**config.mk**
```make
export PLATFORM = sky130hd
export DESIGN_NAME = serpentine_coverage_waypoints_core
export DESIGN_NICKNAME = d
export VERILOG_FILES = /design/src/rtl/scw_pkg.sv /design/src/rtl/scw_fifo.sv /design/src/rtl/scw_front.sv /design/src/rtl/scw_div.sv /design/src/rtl/scw_back.sv /design/src/rtl/serpentine_coverage_waypoints_core.sv
export SDC_FILE = /design/constraint.sdc
export NUM_CORES = 2
export LEC_CHECK = 0
export ABC_CLOCK_PERIOD_IN_PS = 14050
export BUFFER_PORTS_ARGS = -buffer_cell sky130_fd_sc_hd__buf_2
export CAP_MARGIN = 15
export CORE_MARGIN = 1
export CORE_UTILIZATION = 39
export CTS_BUF_LIST = sky130_fd_sc_hd__clkbuf_2 sky130_fd_sc_hd__clkbuf_4 sky130_fd_sc_hd__clkbuf_8
export DETAILED_ROUTE_END_ITERATION = 10
export HOLD_SLACK_MARGIN = 0.02
export PLACE_DENSITY_LB_ADDON = 0.2
export SLEW_MARGIN = 20
export SYNTH_ARGS = -nofsm -noshare
export SYNTH_HDL_FRONTEND = slang
export SYNTH_SLANG_ARGS = --single-unit
```
**constraint.sdc**
```tcl
create_clock -name clk -period 14.05 [get_ports clk]
set_input_delay 1.405 -clock clk [delete_from_list [all_inputs] [get_ports clk]]
set_output_delay 1.405 -clock clk [all_outputs]
set_load 0.005 [all_outputs]
```
**src/rtl/scw_pkg.sv**
```systemverilog
// ----------------------------------------------------------------------------
// scw_pkg: shared types and constants of the serpentine coverage waypoint core
// Holds the item codes, the request and result records, the back-end states
// and the divider step count.
// ----------------------------------------------------------------------------
package scw_pkg;

  typedef enum logic {
    OP_LOAD = 1'b0,
    OP_NEXT = 1'b1
  } op_e;

  // Request handed from the front end to the back end.
  typedef struct packed {
    logic        op;
    logic [31:0] width_span;
    logic [31:0] height_span;
  } cmd_t;

  // One waypoint as it leaves the block.
  typedef struct packed {
    logic signed [31:0] point_x;
    logic signed [31:0] point_y;
    logic [10:0]        row_number;
    logic [10:0]        step_number;
    logic               final_point;
    logic               point_valid;
  } res_t;

  typedef enum logic [1:0] {
    BK_IDLE,
    BK_DIV_W,
    BK_DIV_H,
    BK_EMIT
  } bk_state_t;

  localparam int DIV_STEPS = 32;
  localparam int DIV_CNT_W = $clog2(DIV_STEPS);

endpackage

```
**src/rtl/scw_fifo.sv**
```systemverilog
// ----------------------------------------------------------------------------
// scw_fifo: small register queue
// Power-of-two depth, first word fall-through read, full and empty flags.
// ----------------------------------------------------------------------------
module scw_fifo #(
  parameter int WIDTH = 8,
  parameter int DEPTH = 2
) (
  input  logic             clk,
  input  logic             rst,
  input  logic             wr_en,
  input  logic [WIDTH-1:0] wr_data,
  output logic             full,
  input  logic             rd_en,
  output logic [WIDTH-1:0] rd_data,
  output logic             empty
);

  localparam int AW = (DEPTH > 1) ? $clog2(DEPTH) : 1;

  logic [WIDTH-1:0] mem [DEPTH];
  logic [AW-1:0]    wr_ptr;
  logic [AW-1:0]    rd_ptr;
  logic [AW:0]      count;
  logic             do_wr;
  logic             do_rd;

  assign full    = (count == (AW+1)'(DEPTH));
  assign empty   = (count == '0);
  assign do_wr   = wr_en && !full;
  assign do_rd   = rd_en && !empty;
  assign rd_data = mem[rd_ptr];

  always_ff @(posedge clk) begin
    if (do_wr) begin
      mem[wr_ptr] <= wr_data;
    end
  end

  always_ff @(posedge clk) begin
    if (rst) begin
      wr_ptr <= '0;
      rd_ptr <= '0;
      count  <= '0;
    end else begin
      if (do_wr) begin
        wr_ptr <= wr_ptr + 1'b1;
      end
      if (do_rd) begin
        rd_ptr <= rd_ptr + 1'b1;
      end
      if (do_wr && !do_rd) begin
        count <= count + 1'b1;
      end else if (do_rd && !do_wr) begin
        count <= count - 1'b1;
      end
    end
  end

endmodule

```
**src/rtl/scw_front.sv**
```systemverilog
// ----------------------------------------------------------------------------
// scw_front: request intake
// Take an item, form the absolute spans of a load and queue the request.
// ----------------------------------------------------------------------------
module scw_front (
  input  logic               push,
  output logic               full,
  input  logic               op,
  input  logic signed [31:0] upper_left_x,
  input  logic signed [31:0] upper_left_y,
  input  logic signed [31:0] upper_right_x,
  input  logic signed [31:0] lower_left_y,
  output logic               q_push,
  output scw_pkg::cmd_t      q_data,
  input  logic               q_full
);

  logic signed [32:0] dx;
  logic signed [32:0] dy;
  logic        [32:0] ax;
  logic        [32:0] ay;

  // 33-bit differences never overflow; the magnitude fits in 32 bits.
  assign dx = {upper_left_x[31], upper_left_x} - {upper_right_x[31], upper_right_x};
  assign dy = {upper_left_y[31], upper_left_y} - {lower_left_y[31], lower_left_y};
  assign ax = dx[32] ? 33'(-dx) : 33'(dx);
  assign ay = dy[32] ? 33'(-dy) : 33'(dy);

  assign full   = q_full;
  assign q_push = push && !q_full;

  always_comb begin
    q_data.op          = op;
    q_data.width_span  = ax[31:0];
    q_data.height_span = ay[31:0];
  end

endmodule

```
**src/rtl/scw_div.sv**
```systemverilog
// ----------------------------------------------------------------------------
// scw_div: cell count divider
// Restoring division of a 32-bit span by the diameter, one bit a cycle,
// quotient saturated at MAX_CELLS-1 (a zero divisor saturates too).
// ----------------------------------------------------------------------------
module scw_div #(
  parameter int MAX_CELLS = 1024
) (
  input  logic                         clk,
  input  logic                         rst,
  input  logic                         start,
  input  logic [31:0]                  dividend,
  input  logic [23:0]                  divisor,
  output logic                         done,
  output logic [$clog2(MAX_CELLS)-1:0] quotient
);

  localparam int          LW    = $clog2(MAX_CELLS);
  localparam logic [31:0] MAX_Q = 32'(MAX_CELLS - 1);

  logic [23:0]                     dvs;
  logic [23:0]                     rem;
  logic [31:0]                     quo;
  logic [scw_pkg::DIV_CNT_W-1:0]   cnt;
  logic                            busy;
  logic [24:0]                     trial;
  logic                            take;

  assign trial = {rem, quo[31]};
  assign take  = (trial >= {1'b0, dvs});

  always_ff @(posedge clk) begin
    if (start) begin
      dvs <= divisor;
      rem <= '0;
      quo <= dividend;
    end else if (busy) begin
      rem <= take ? 24'(trial - {1'b0, dvs}) : trial[23:0];
      quo <= {quo[30:0], take};
    end
  end

  always_ff @(posedge clk) begin
    if (rst) begin
      busy <= 1'b0;
      done <= 1'b0;
      cnt  <= '0;
    end else begin
      done <= 1'b0;
      if (start) begin
        busy <= 1'b1;
        cnt  <= '0;
      end else if (busy) begin
        cnt <= cnt + 1'b1;
        if (cnt == scw_pkg::DIV_CNT_W'(scw_pkg::DIV_STEPS - 1)) begin
          busy <= 1'b0;
          done <= 1'b1;
        end
      end
    end
  end

  assign quotient = (quo > MAX_Q) ? MAX_Q[LW-1:0] : quo[LW-1:0];

endmodule

```
**src/rtl/scw_back.sv**
```systemverilog
// ----------------------------------------------------------------------------
// scw_back: path sequencer
// Run the cell count divides for a load and step the serpentine walk.
// ----------------------------------------------------------------------------
module scw_back #(
  parameter int MAX_CELLS = 1024
) (
  input  logic                         clk,
  input  logic                         rst,
  input  logic [23:0]                  diameter,
  input  scw_pkg::cmd_t                cmd_rd,
  input  logic                         cmd_empty,
  output logic                         cmd_pop,
  output logic                         div_start,
  output logic [31:0]                  div_dividend,
  input  logic                         div_done,
  input  logic [$clog2(MAX_CELLS)-1:0] div_q,
  output logic                         res_push,
  output scw_pkg::res_t                res_wr,
  input  logic                         res_full
);

  localparam int LW = $clog2(MAX_CELLS);
  localparam int CW = $clog2(MAX_CELLS + 1);
  localparam int PW = CW + 24;
  localparam int SW = ((PW > 32) ? PW : 32) + 2;

  scw_pkg::bk_state_t state, state_next;

  logic          path_active;
  logic [31:0]   width_span;
  logic [31:0]   height_span;
  logic [LW-1:0] last_column;
  logic [LW-1:0] last_row;
  logic [CW-1:0] row_counter;
  logic [CW-1:0] column_counter;
  logic [PW-1:0] col_dist;
  logic [PW-1:0] row_dist;
  logic          do_step;

  logic               last_c;
  logic               last_r;
  logic signed [SW-1:0] half_s;
  logic signed [SW-1:0] wspan_s;
  logic signed [SW-1:0] hspan_s;
  logic signed [SW-1:0] cd_s;
  logic signed [SW-1:0] rd_s;
  logic signed [SW-1:0] x_full;
  logic signed [SW-1:0] y_full;
  logic [CW+10:0]       row_ext;
  logic [CW+10:0]       col_ext;

  function automatic logic [31:0] sat32(input logic signed [SW-1:0] v);
    logic fits;
    fits = (v[SW-1:31] == '0) || (v[SW-1:31] == '1);
    if (fits) begin
      return v[31:0];
    end
    return v[SW-1] ? 32'h8000_0000 : 32'h7FFF_FFFF;
  endfunction

  assign last_c = (column_counter == (CW'(last_column) + 1'b1));
  assign last_r = (row_counter == (CW'(last_row) + 1'b1));

  // Cell distances follow the present diameter, so a rewrite mid-path holds.
  assign col_dist = PW'(column_counter) * PW'(diameter);
  assign row_dist = PW'(row_counter) * PW'(diameter);

  assign half_s  = $signed(SW'(diameter[23:1]));
  assign wspan_s = $signed(SW'(width_span));
  assign hspan_s = $signed(SW'(height_span));
  assign cd_s    = $signed(SW'(col_dist));
  assign rd_s    = $signed(SW'(row_dist));

  // Odd rows run left to right, even rows right to left; clamp at the edges.
  always_comb begin
    if (!row_counter[0]) begin
      x_full = last_c ? half_s : wspan_s + half_s - cd_s;
    end else begin
      x_full = last_c ? wspan_s - half_s : cd_s - half_s;
    end
    y_full = last_r ? half_s - hspan_s : half_s - rd_s;
  end

  assign row_ext = {11'b0, row_counter};
  assign col_ext = {11'b0, column_counter};

  always_comb begin
    res_wr = '0;
    if (path_active) begin
      res_wr.point_x     = sat32(x_full);
      res_wr.point_y     = sat32(y_full);
      res_wr.row_number  = row_ext[10:0];
      res_wr.step_number = col_ext[10:0];
      res_wr.final_point = last_c && last_r;
      res_wr.point_valid = 1'b1;
    end
  end

  always_ff @(posedge clk) begin
    if (rst) begin
      state <= scw_pkg::BK_IDLE;
    end else begin
      state <= state_next;
    end
  end

  always_comb begin
    state_next   = state;
    cmd_pop      = 1'b0;
    div_start    = 1'b0;
    div_dividend = height_span;
    res_push     = 1'b0;
    do_step      = 1'b0;
    unique case (state)
      scw_pkg::BK_IDLE: begin
        if (!cmd_empty) begin
          if (cmd_rd.op == scw_pkg::OP_LOAD) begin
            cmd_pop      = 1'b1;
            div_start    = 1'b1;
            div_dividend = cmd_rd.width_span;
            state_next   = scw_pkg::BK_DIV_W;
          end else if (!res_full) begin
            cmd_pop  = 1'b1;
            res_push = 1'b1;
            do_step  = path_active;
          end
        end
      end
      scw_pkg::BK_DIV_W: begin
        if (div_done) begin
          div_start  = 1'b1;
          state_next = scw_pkg::BK_DIV_H;
        end
      end
      scw_pkg::BK_DIV_H: begin
        if (div_done) begin
          state_next = scw_pkg::BK_EMIT;
        end
      end
      scw_pkg::BK_EMIT: begin
        if (!res_full) begin
          res_push   = 1'b1;
          do_step    = 1'b1;
          state_next = scw_pkg::BK_IDLE;
        end
      end
      default: begin
        state_next = scw_pkg::BK_IDLE;
      end
    endcase
  end

  always_ff @(posedge clk) begin
    if (rst) begin
      path_active    <= 1'b0;
      width_span     <= '0;
      height_span    <= '0;
      last_column    <= '0;
      last_row       <= '0;
      row_counter    <= '0;
      column_counter <= '0;
    end else begin
      if (state == scw_pkg::BK_IDLE && div_start) begin
        width_span  <= cmd_rd.width_span;
        height_span <= cmd_rd.height_span;
        path_active <= 1'b0;
      end
      if (state == scw_pkg::BK_DIV_W && div_done) begin
        last_column <= div_q;
      end
      if (state == scw_pkg::BK_DIV_H && div_done) begin
        last_row       <= div_q;
        row_counter    <= CW'(1);
        column_counter <= CW'(1);
        path_active    <= 1'b1;
      end
      if (do_step) begin
        if (last_c && last_r) begin
          path_active <= 1'b0;
        end else if (last_c) begin
          column_counter <= CW'(1);
          row_counter    <= row_counter + 1'b1;
        end else begin
          column_counter <= column_counter + 1'b1;
        end
      end
    end
  end

  a_push_room: assert property (@(posedge clk) disable iff (rst)
    res_push |-> !res_full)
    else $error("result written into a full queue");

  a_invalid_zero: assert property (@(posedge clk) disable iff (rst)
    (res_push && !res_wr.point_valid) |->
      (res_wr.point_x == 0 && res_wr.point_y == 0 && res_wr.row_number == 0 &&
       res_wr.step_number == 0 && !res_wr.final_point))
    else $error("invalid result carries non-zero fields");

  a_final_ends: assert property (@(posedge clk) disable iff (rst)
    (do_step && res_wr.final_point) |=> !path_active)
    else $error("path still active after its final point");

  a_col_bound: assert property (@(posedge clk) disable iff (rst)
    path_active |-> (column_counter <= (CW'(last_column) + 1'b1) &&
                     row_counter <= (CW'(last_row) + 1'b1)))
    else $error("walk counter beyond the rectangle");

endmodule

```
**src/rtl/serpentine_coverage_waypoints_core.sv**
```systemverilog
// ----------------------------------------------------------------------------
// serpentine_coverage_waypoints_core: boustrophedon coverage path generator
// Emits one Q16.16 waypoint per request over a rectangle, row by row.
// ----------------------------------------------------------------------------
// Usage:
//   Requests enter through a queue-style port: a request is taken at a clock
//   edge with push high and full low. op 0 loads a rectangle (corners in
//   signed Q16.16) and yields its first waypoint; op 1 yields the next one.
//   Results leave through a second queue: while empty is low the oldest
//   waypoint sits on the result ports; pop high at a clock edge takes it.
//   Write the robot diameter through cfg_we / cfg_wdata while nothing is in
//   flight; it resets to 0.3 (19661 in Q16.16).
// Request handling:
//   A next request is answered from the back end's idle state, so a stream
//   of them runs at one waypoint per cycle while the result queue has room;
//   each passes the request queue and then the result queue. A load runs the
//   32-step bit-serial divider twice (columns then rows) before its waypoint
//   is written, and the back end takes no other request meanwhile.
// Reset and stalls:
//   Reset empties both queues and drops any path; a next request before a
//   load answers with point_valid low. When the receiver stalls, the result
//   queue fills, then the request queue, and full rises.
// ----------------------------------------------------------------------------
module serpentine_coverage_waypoints_core #(
  parameter int MAX_CELLS = 1024
) (
  input  logic               clk,
  input  logic               rst,
  // configuration
  input  logic               cfg_we,
  input  logic [23:0]        cfg_wdata,
  // request side
  input  logic               push,
  output logic               full,
  input  logic               op,
  input  logic signed [31:0] upper_left_x,
  input  logic signed [31:0] upper_left_y,
  input  logic signed [31:0] upper_right_x,
  input  logic signed [31:0] lower_left_y,
  // result side
  output logic               empty,
  input  logic               pop,
  output logic signed [31:0] point_x,
  output logic signed [31:0] point_y,
  output logic [10:0]        row_number,
  output logic [10:0]        step_number,
  output logic               final_point,
  output logic               point_valid
);

  localparam int          LW             = $clog2(MAX_CELLS);
  localparam logic [23:0] DIAMETER_RESET = 24'd19661;

  logic [23:0]          robot_diameter;

  logic                 q_push;
  scw_pkg::cmd_t        q_wr;
  logic                 q_full;
  scw_pkg::cmd_t        q_rd;
  logic                 q_empty;
  logic                 q_pop;

  logic                 div_start;
  logic [31:0]          div_dividend;
  logic                 div_done;
  logic [LW-1:0]        div_q;

  logic                 res_push;
  scw_pkg::res_t        res_wr;
  logic                 res_full;
  scw_pkg::res_t        res_rd;

  // Hold the diameter; the user must rewrite it only while no request is in flight; the block does not enforce this.
  always_ff @(posedge clk) begin
    if (rst) begin
      robot_diameter <= DIAMETER_RESET;
    end else if (cfg_we) begin
      robot_diameter <= cfg_wdata;
    end
  end

  // Front end: take the request and fold the corners into spans.
  scw_front u_front (
    .push          (push),
    .full          (full),
    .op            (op),
    .upper_left_x  (upper_left_x),
    .upper_left_y  (upper_left_y),
    .upper_right_x (upper_right_x),
    .lower_left_y  (lower_left_y),
    .q_push        (q_push),
    .q_data        (q_wr),
    .q_full        (q_full)
  );

  // Request queue decouples intake from a back end busy dividing.
  scw_fifo #(
    .WIDTH ($bits(scw_pkg::cmd_t)),
    .DEPTH (2)
  ) u_cmd_q (
    .clk     (clk),
    .rst     (rst),
    .wr_en   (q_push),
    .wr_data (q_wr),
    .full    (q_full),
    .rd_en   (q_pop),
    .rd_data (q_rd),
    .empty   (q_empty)
  );

  // Shared divider: columns first, then rows.
  scw_div #(
    .MAX_CELLS (MAX_CELLS)
  ) u_div (
    .clk      (clk),
    .rst      (rst),
    .start    (div_start),
    .dividend (div_dividend),
    .divisor  (robot_diameter),
    .done     (div_done),
    .quotient (div_q)
  );

  // Back end: sequence the walk and form each waypoint.
  scw_back #(
    .MAX_CELLS (MAX_CELLS)
  ) u_back (
    .clk          (clk),
    .rst          (rst),
    .diameter     (robot_diameter),
    .cmd_rd       (q_rd),
    .cmd_empty    (q_empty),
    .cmd_pop      (q_pop),
    .div_start    (div_start),
    .div_dividend (div_dividend),
    .div_done     (div_done),
    .div_q        (div_q),
    .res_push     (res_push),
    .res_wr       (res_wr),
    .res_full     (res_full)
  );

  // Result queue: the back end keeps running while the receiver stalls, until this queue is full.
  scw_fifo #(
    .WIDTH ($bits(scw_pkg::res_t)),
    .DEPTH (2)
  ) u_res_q (
    .clk     (clk),
    .rst     (rst),
    .wr_en   (res_push),
    .wr_data (res_wr),
    .full    (res_full),
    .rd_en   (pop),
    .rd_data (res_rd),
    .empty   (empty)
  );

  assign point_x     = res_rd.point_x;
  assign point_y     = res_rd.point_y;
  assign row_number  = res_rd.row_number;
  assign step_number = res_rd.step_number;
  assign final_point = res_rd.final_point;
  assign point_valid = res_rd.point_valid;

endmodule
```
==> metrics <==
DR vias/cell roughly 5.5; # IOs 248; FF-to-FF Start u_back.column_counter[9]; CTS HTree Levels 3; Seq/Total Area, Yosys a little over a quarter; first-pass GRT wire length 253.7 mm; cells resized by post-CTS repair 0; initial drt markers 3,343; worst slew pin tran 1.145 ns; drt drc 0; core area roughly 0.14 mm2; IR drop worst, VDD 90.47 uV; EDFF count, synth between 300 and 400; CTS Root Cell clkbuf_8; synth warn 0; HP Start u_div.rem[23]; Final Hold Viols 0; die footprint 0.1377 mm2; die span in y 371.1 um; Syn Inst Count 5,829; CTS Hold Bufs 0; clock buffer depth 3; CP Launch Type flop; crit path kind reg2reg; cell family with most CP delay adder cells; Final Max Slew Viols 0; Clock Skews 0.05602 ns; Yosys reg bits 536; Die W 371.1 um; main flop type after synthesis edfxtp_1; share of the synthesized area in the top cell type about a fifth; final non-filler cell total 7,822; crit-path max FO 31; initial antenna violation count 8; # rows 135; fmax 97.16 MHz; Post-CTS Setup Bufs 0; status complete, no violations; Synth async-reset ratio 0%; Power Total about 0.0084 W; Worst EP arrival roughly 11 ns; Top cell by count, worst path o21ai_0; fraction of layout cells with a size suffix above 1 11.31%; Max transition margin 23.53%; vias 42,686; Tmin final 10.29 ns; Initial Utilization between 30% and 40%; critical path buffer and inverter count 4; PD cells ~140 mW/mm2; DRT Pass-1 Iters 5; nets 6,922; Sum Neg Setup Slack 0 ns; syn_area_per_cell 9.116 um2; DRT Wirelength 166.0 mm; DP HPWL around 130 mm; Placer Congestion 0.9217; Worst Hold Depth 2; final setup violation count 0; worst r2r dst u_res_q.mem[0][66]; CP max stage cell dfxtp_1; CP peak stage delay 1.07 ns; Distinct cells, synth 98; dpl ws 3.977 ns; Leak 24.14 nW; Hold Crit Class reg2reg; Final ANT Viol Nets 0; hold slack approximately 0.5 ns; area grow syn2layout 9.494%; Yosys top cell by area edfxtp_1; max_cap viols 0; vias in the first global route 41,982; Worst Path Required roughly 14 ns; wire per inst 21.22 um; Reg clk slew, reported paths 0.06 ns; Crit path depth 34; worst skew pair latency between 0.8 and 0.9 ns; Worst R2R Path Depth 34; TritonCTS clock tree built; DP Cell Count 7,644; cts bufs inserted 93; WHS Endpoint u_div.rem[23]; Post-Syn Area 0.05313 mm2; clk sinks 536; setup slack after layout roughly 3.8 ns; port bufs 247; largest net degree at the start of global routing between 60 and 70; gr ovfl total 0; syn nets about 6,800; RSZ-0062 raised after global routing no; synth top area cells edfxtp_1 (20%), fa_1 (16%), ha_1 (8.9%), dfxtp_1 (6.6%), inv_1 (4.5%); critical path endpoint category flop; Global Route Usage Sum about a quarter; period utilization 73.26%; reg2reg setup slack ~3.8 ns
-- routing by layer --
metal / global-route usage (%) / routed length [um]
met1: 34.19 / 76180
met2: 37.67 / 74010
met3: 3.143 / 10510
met4: 8.246 / 5266
met5: 0 / 12
-- per-stage QoR --
step	util, %	area [um2]
2_1_floorplan	-	53130
3_3_place_gp	41.50	56150
3_5_place_dp	41.50	56150
4_1_cts	43.00	58170
5_1_grt	43.00	58180
6_report	43.00	58180
-- power breakdown --
part	switching, W	internal (W)	total, W	leakage (nW)
combinational	0.00270	0.00172	0.00442	18.3
clock	0.000692	0.000866	0.00156	1.07
sequential	0.000259	0.00217	0.00243	4.76
total	0.00365	0.00475	0.00841	24.1
-- sequential cells by signal, indices dropped and copies added, names as in the netlist, 2 cells and up, named ones only --
name and count:
u_div.rem 24, u_back.column_counter 11, u_div.dvs 24, u_cmd_q.mem 130, u_back.width_span 32, u_div.cnt 5
u_res_q.count 2, u_div.quo 32, u_res_q.mem 176, u_back.state 2, u_cmd_q.count 2, u_back.height_span 32
u_back.last_column 10, robot_diameter 24, u_back.last_row 10, u_back.row_counter 11
-- worst register-to-register path: cells and delay by family (launching register included) --
| family | cells | cell delay (ns) |
|---|---|---|
| AO/OA/AOI/OAI | 11 | 3.10 |
| XOR/XNOR | 1 | 0.25 |
| adder cells (fa/ha/maj) | 7 | 3.19 |
| buffers and inverters | 4 | 0.26 |
| flip-flops | 1 | 1.07 |
| AND/OR/NAND/NOR | 11 | 2.09 |
-- cell usage in the layout, fill, tap and decap left out, drive strengths merged, types with 93 or more instances in the layout --
cell,Yosys,routed
a211oi,165,165
a21o,115,115
a21oi,356,356
and2,224,224
buf,32,329
clkbuf,263,137
dfxtp,174,174
edfxtp,362,362
fa,428,428
ha,378,378
inv,641,646
mux2,93,93
mux2i,101,101
nand2,573,573
nor2,456,456
o21ai,238,238
xnor2,239,239
xor2,118,118
-- worst max path at each step --
stage | to | slack, ns | from
6_report | u_res_q.mem[0][66] | 3.76 | u_back.column_counter[9]
5_1_grt | u_res_q.mem[1][56] | 3.02 | u_back.column_counter[2]
4_1_cts | u_res_q.mem[0][57] | 3.84 | u_back.column_counter[2]
3_5_place_dp | u_res_q.mem[0][57] | 3.98 | u_back.column_counter[9]
3_3_place_gp | u_res_q.mem[0][56] | 4.05 | u_back.column_counter[2]
2_1_floorplan | u_res_q.mem[0][0] | 4.08 | u_back.state[0]
-- cell families after synthesis --
kind of cell    count (synthesis)  synth area share [%]
simple gates                 1751                 15.73
compound gates               1231                 15.11
buf+inv                       938                 6.692
fa+ha+maj                     806                 25.03
flops                         536                 27.01
xor+xnor                      357                 5.885
mux                           210                 4.552
-- synthesized netlist by cell type (33+ instances only) --
| cell type | n |
|---|---|
| a211oi_1 | 162 |
| a21o_1 | 115 |
| a21oi_1 | 355 |
| a31oi_1 | 47 |
| and2_1 | 223 |
| and3_1 | 49 |
| clkbuf_1 | 262 |
| dfxtp_1 | 174 |
| edfxtp_1 | 362 |
| fa_1 | 428 |
| ha_1 | 378 |
| inv_1 | 641 |
| mux2_2 | 93 |
| mux2i_1 | 101 |
| nand2_1 | 573 |
| nand2b_1 | 48 |
| nand3_1 | 73 |
| nor2_1 | 456 |
| nor2b_1 | 58 |
| nor3_1 | 71 |
| o211ai_1 | 40 |
| o21a_1 | 39 |
| o21ai_0 | 205 |
| o21ai_1 | 33 |
| o21bai_1 | 34 |
| or3_1 | 39 |
| xnor2_1 | 239 |
| xor2_1 | 118 |
-- cell type report --
class                           instances  area [um2]
Fill cell                           13492       77120
Multi-Input combinational cell       4355       35290
Sequential cell                       536       14370
Inverter                              643        2414
Tap cell                             1781        2228
Timing Repair Buffer                  329        1854
Clock buffer                          137        1629
Clock inverter                         39       394.1
Antenna cell                            2       5.005
No activity file was read; power rests on OpenSTA's default activity.
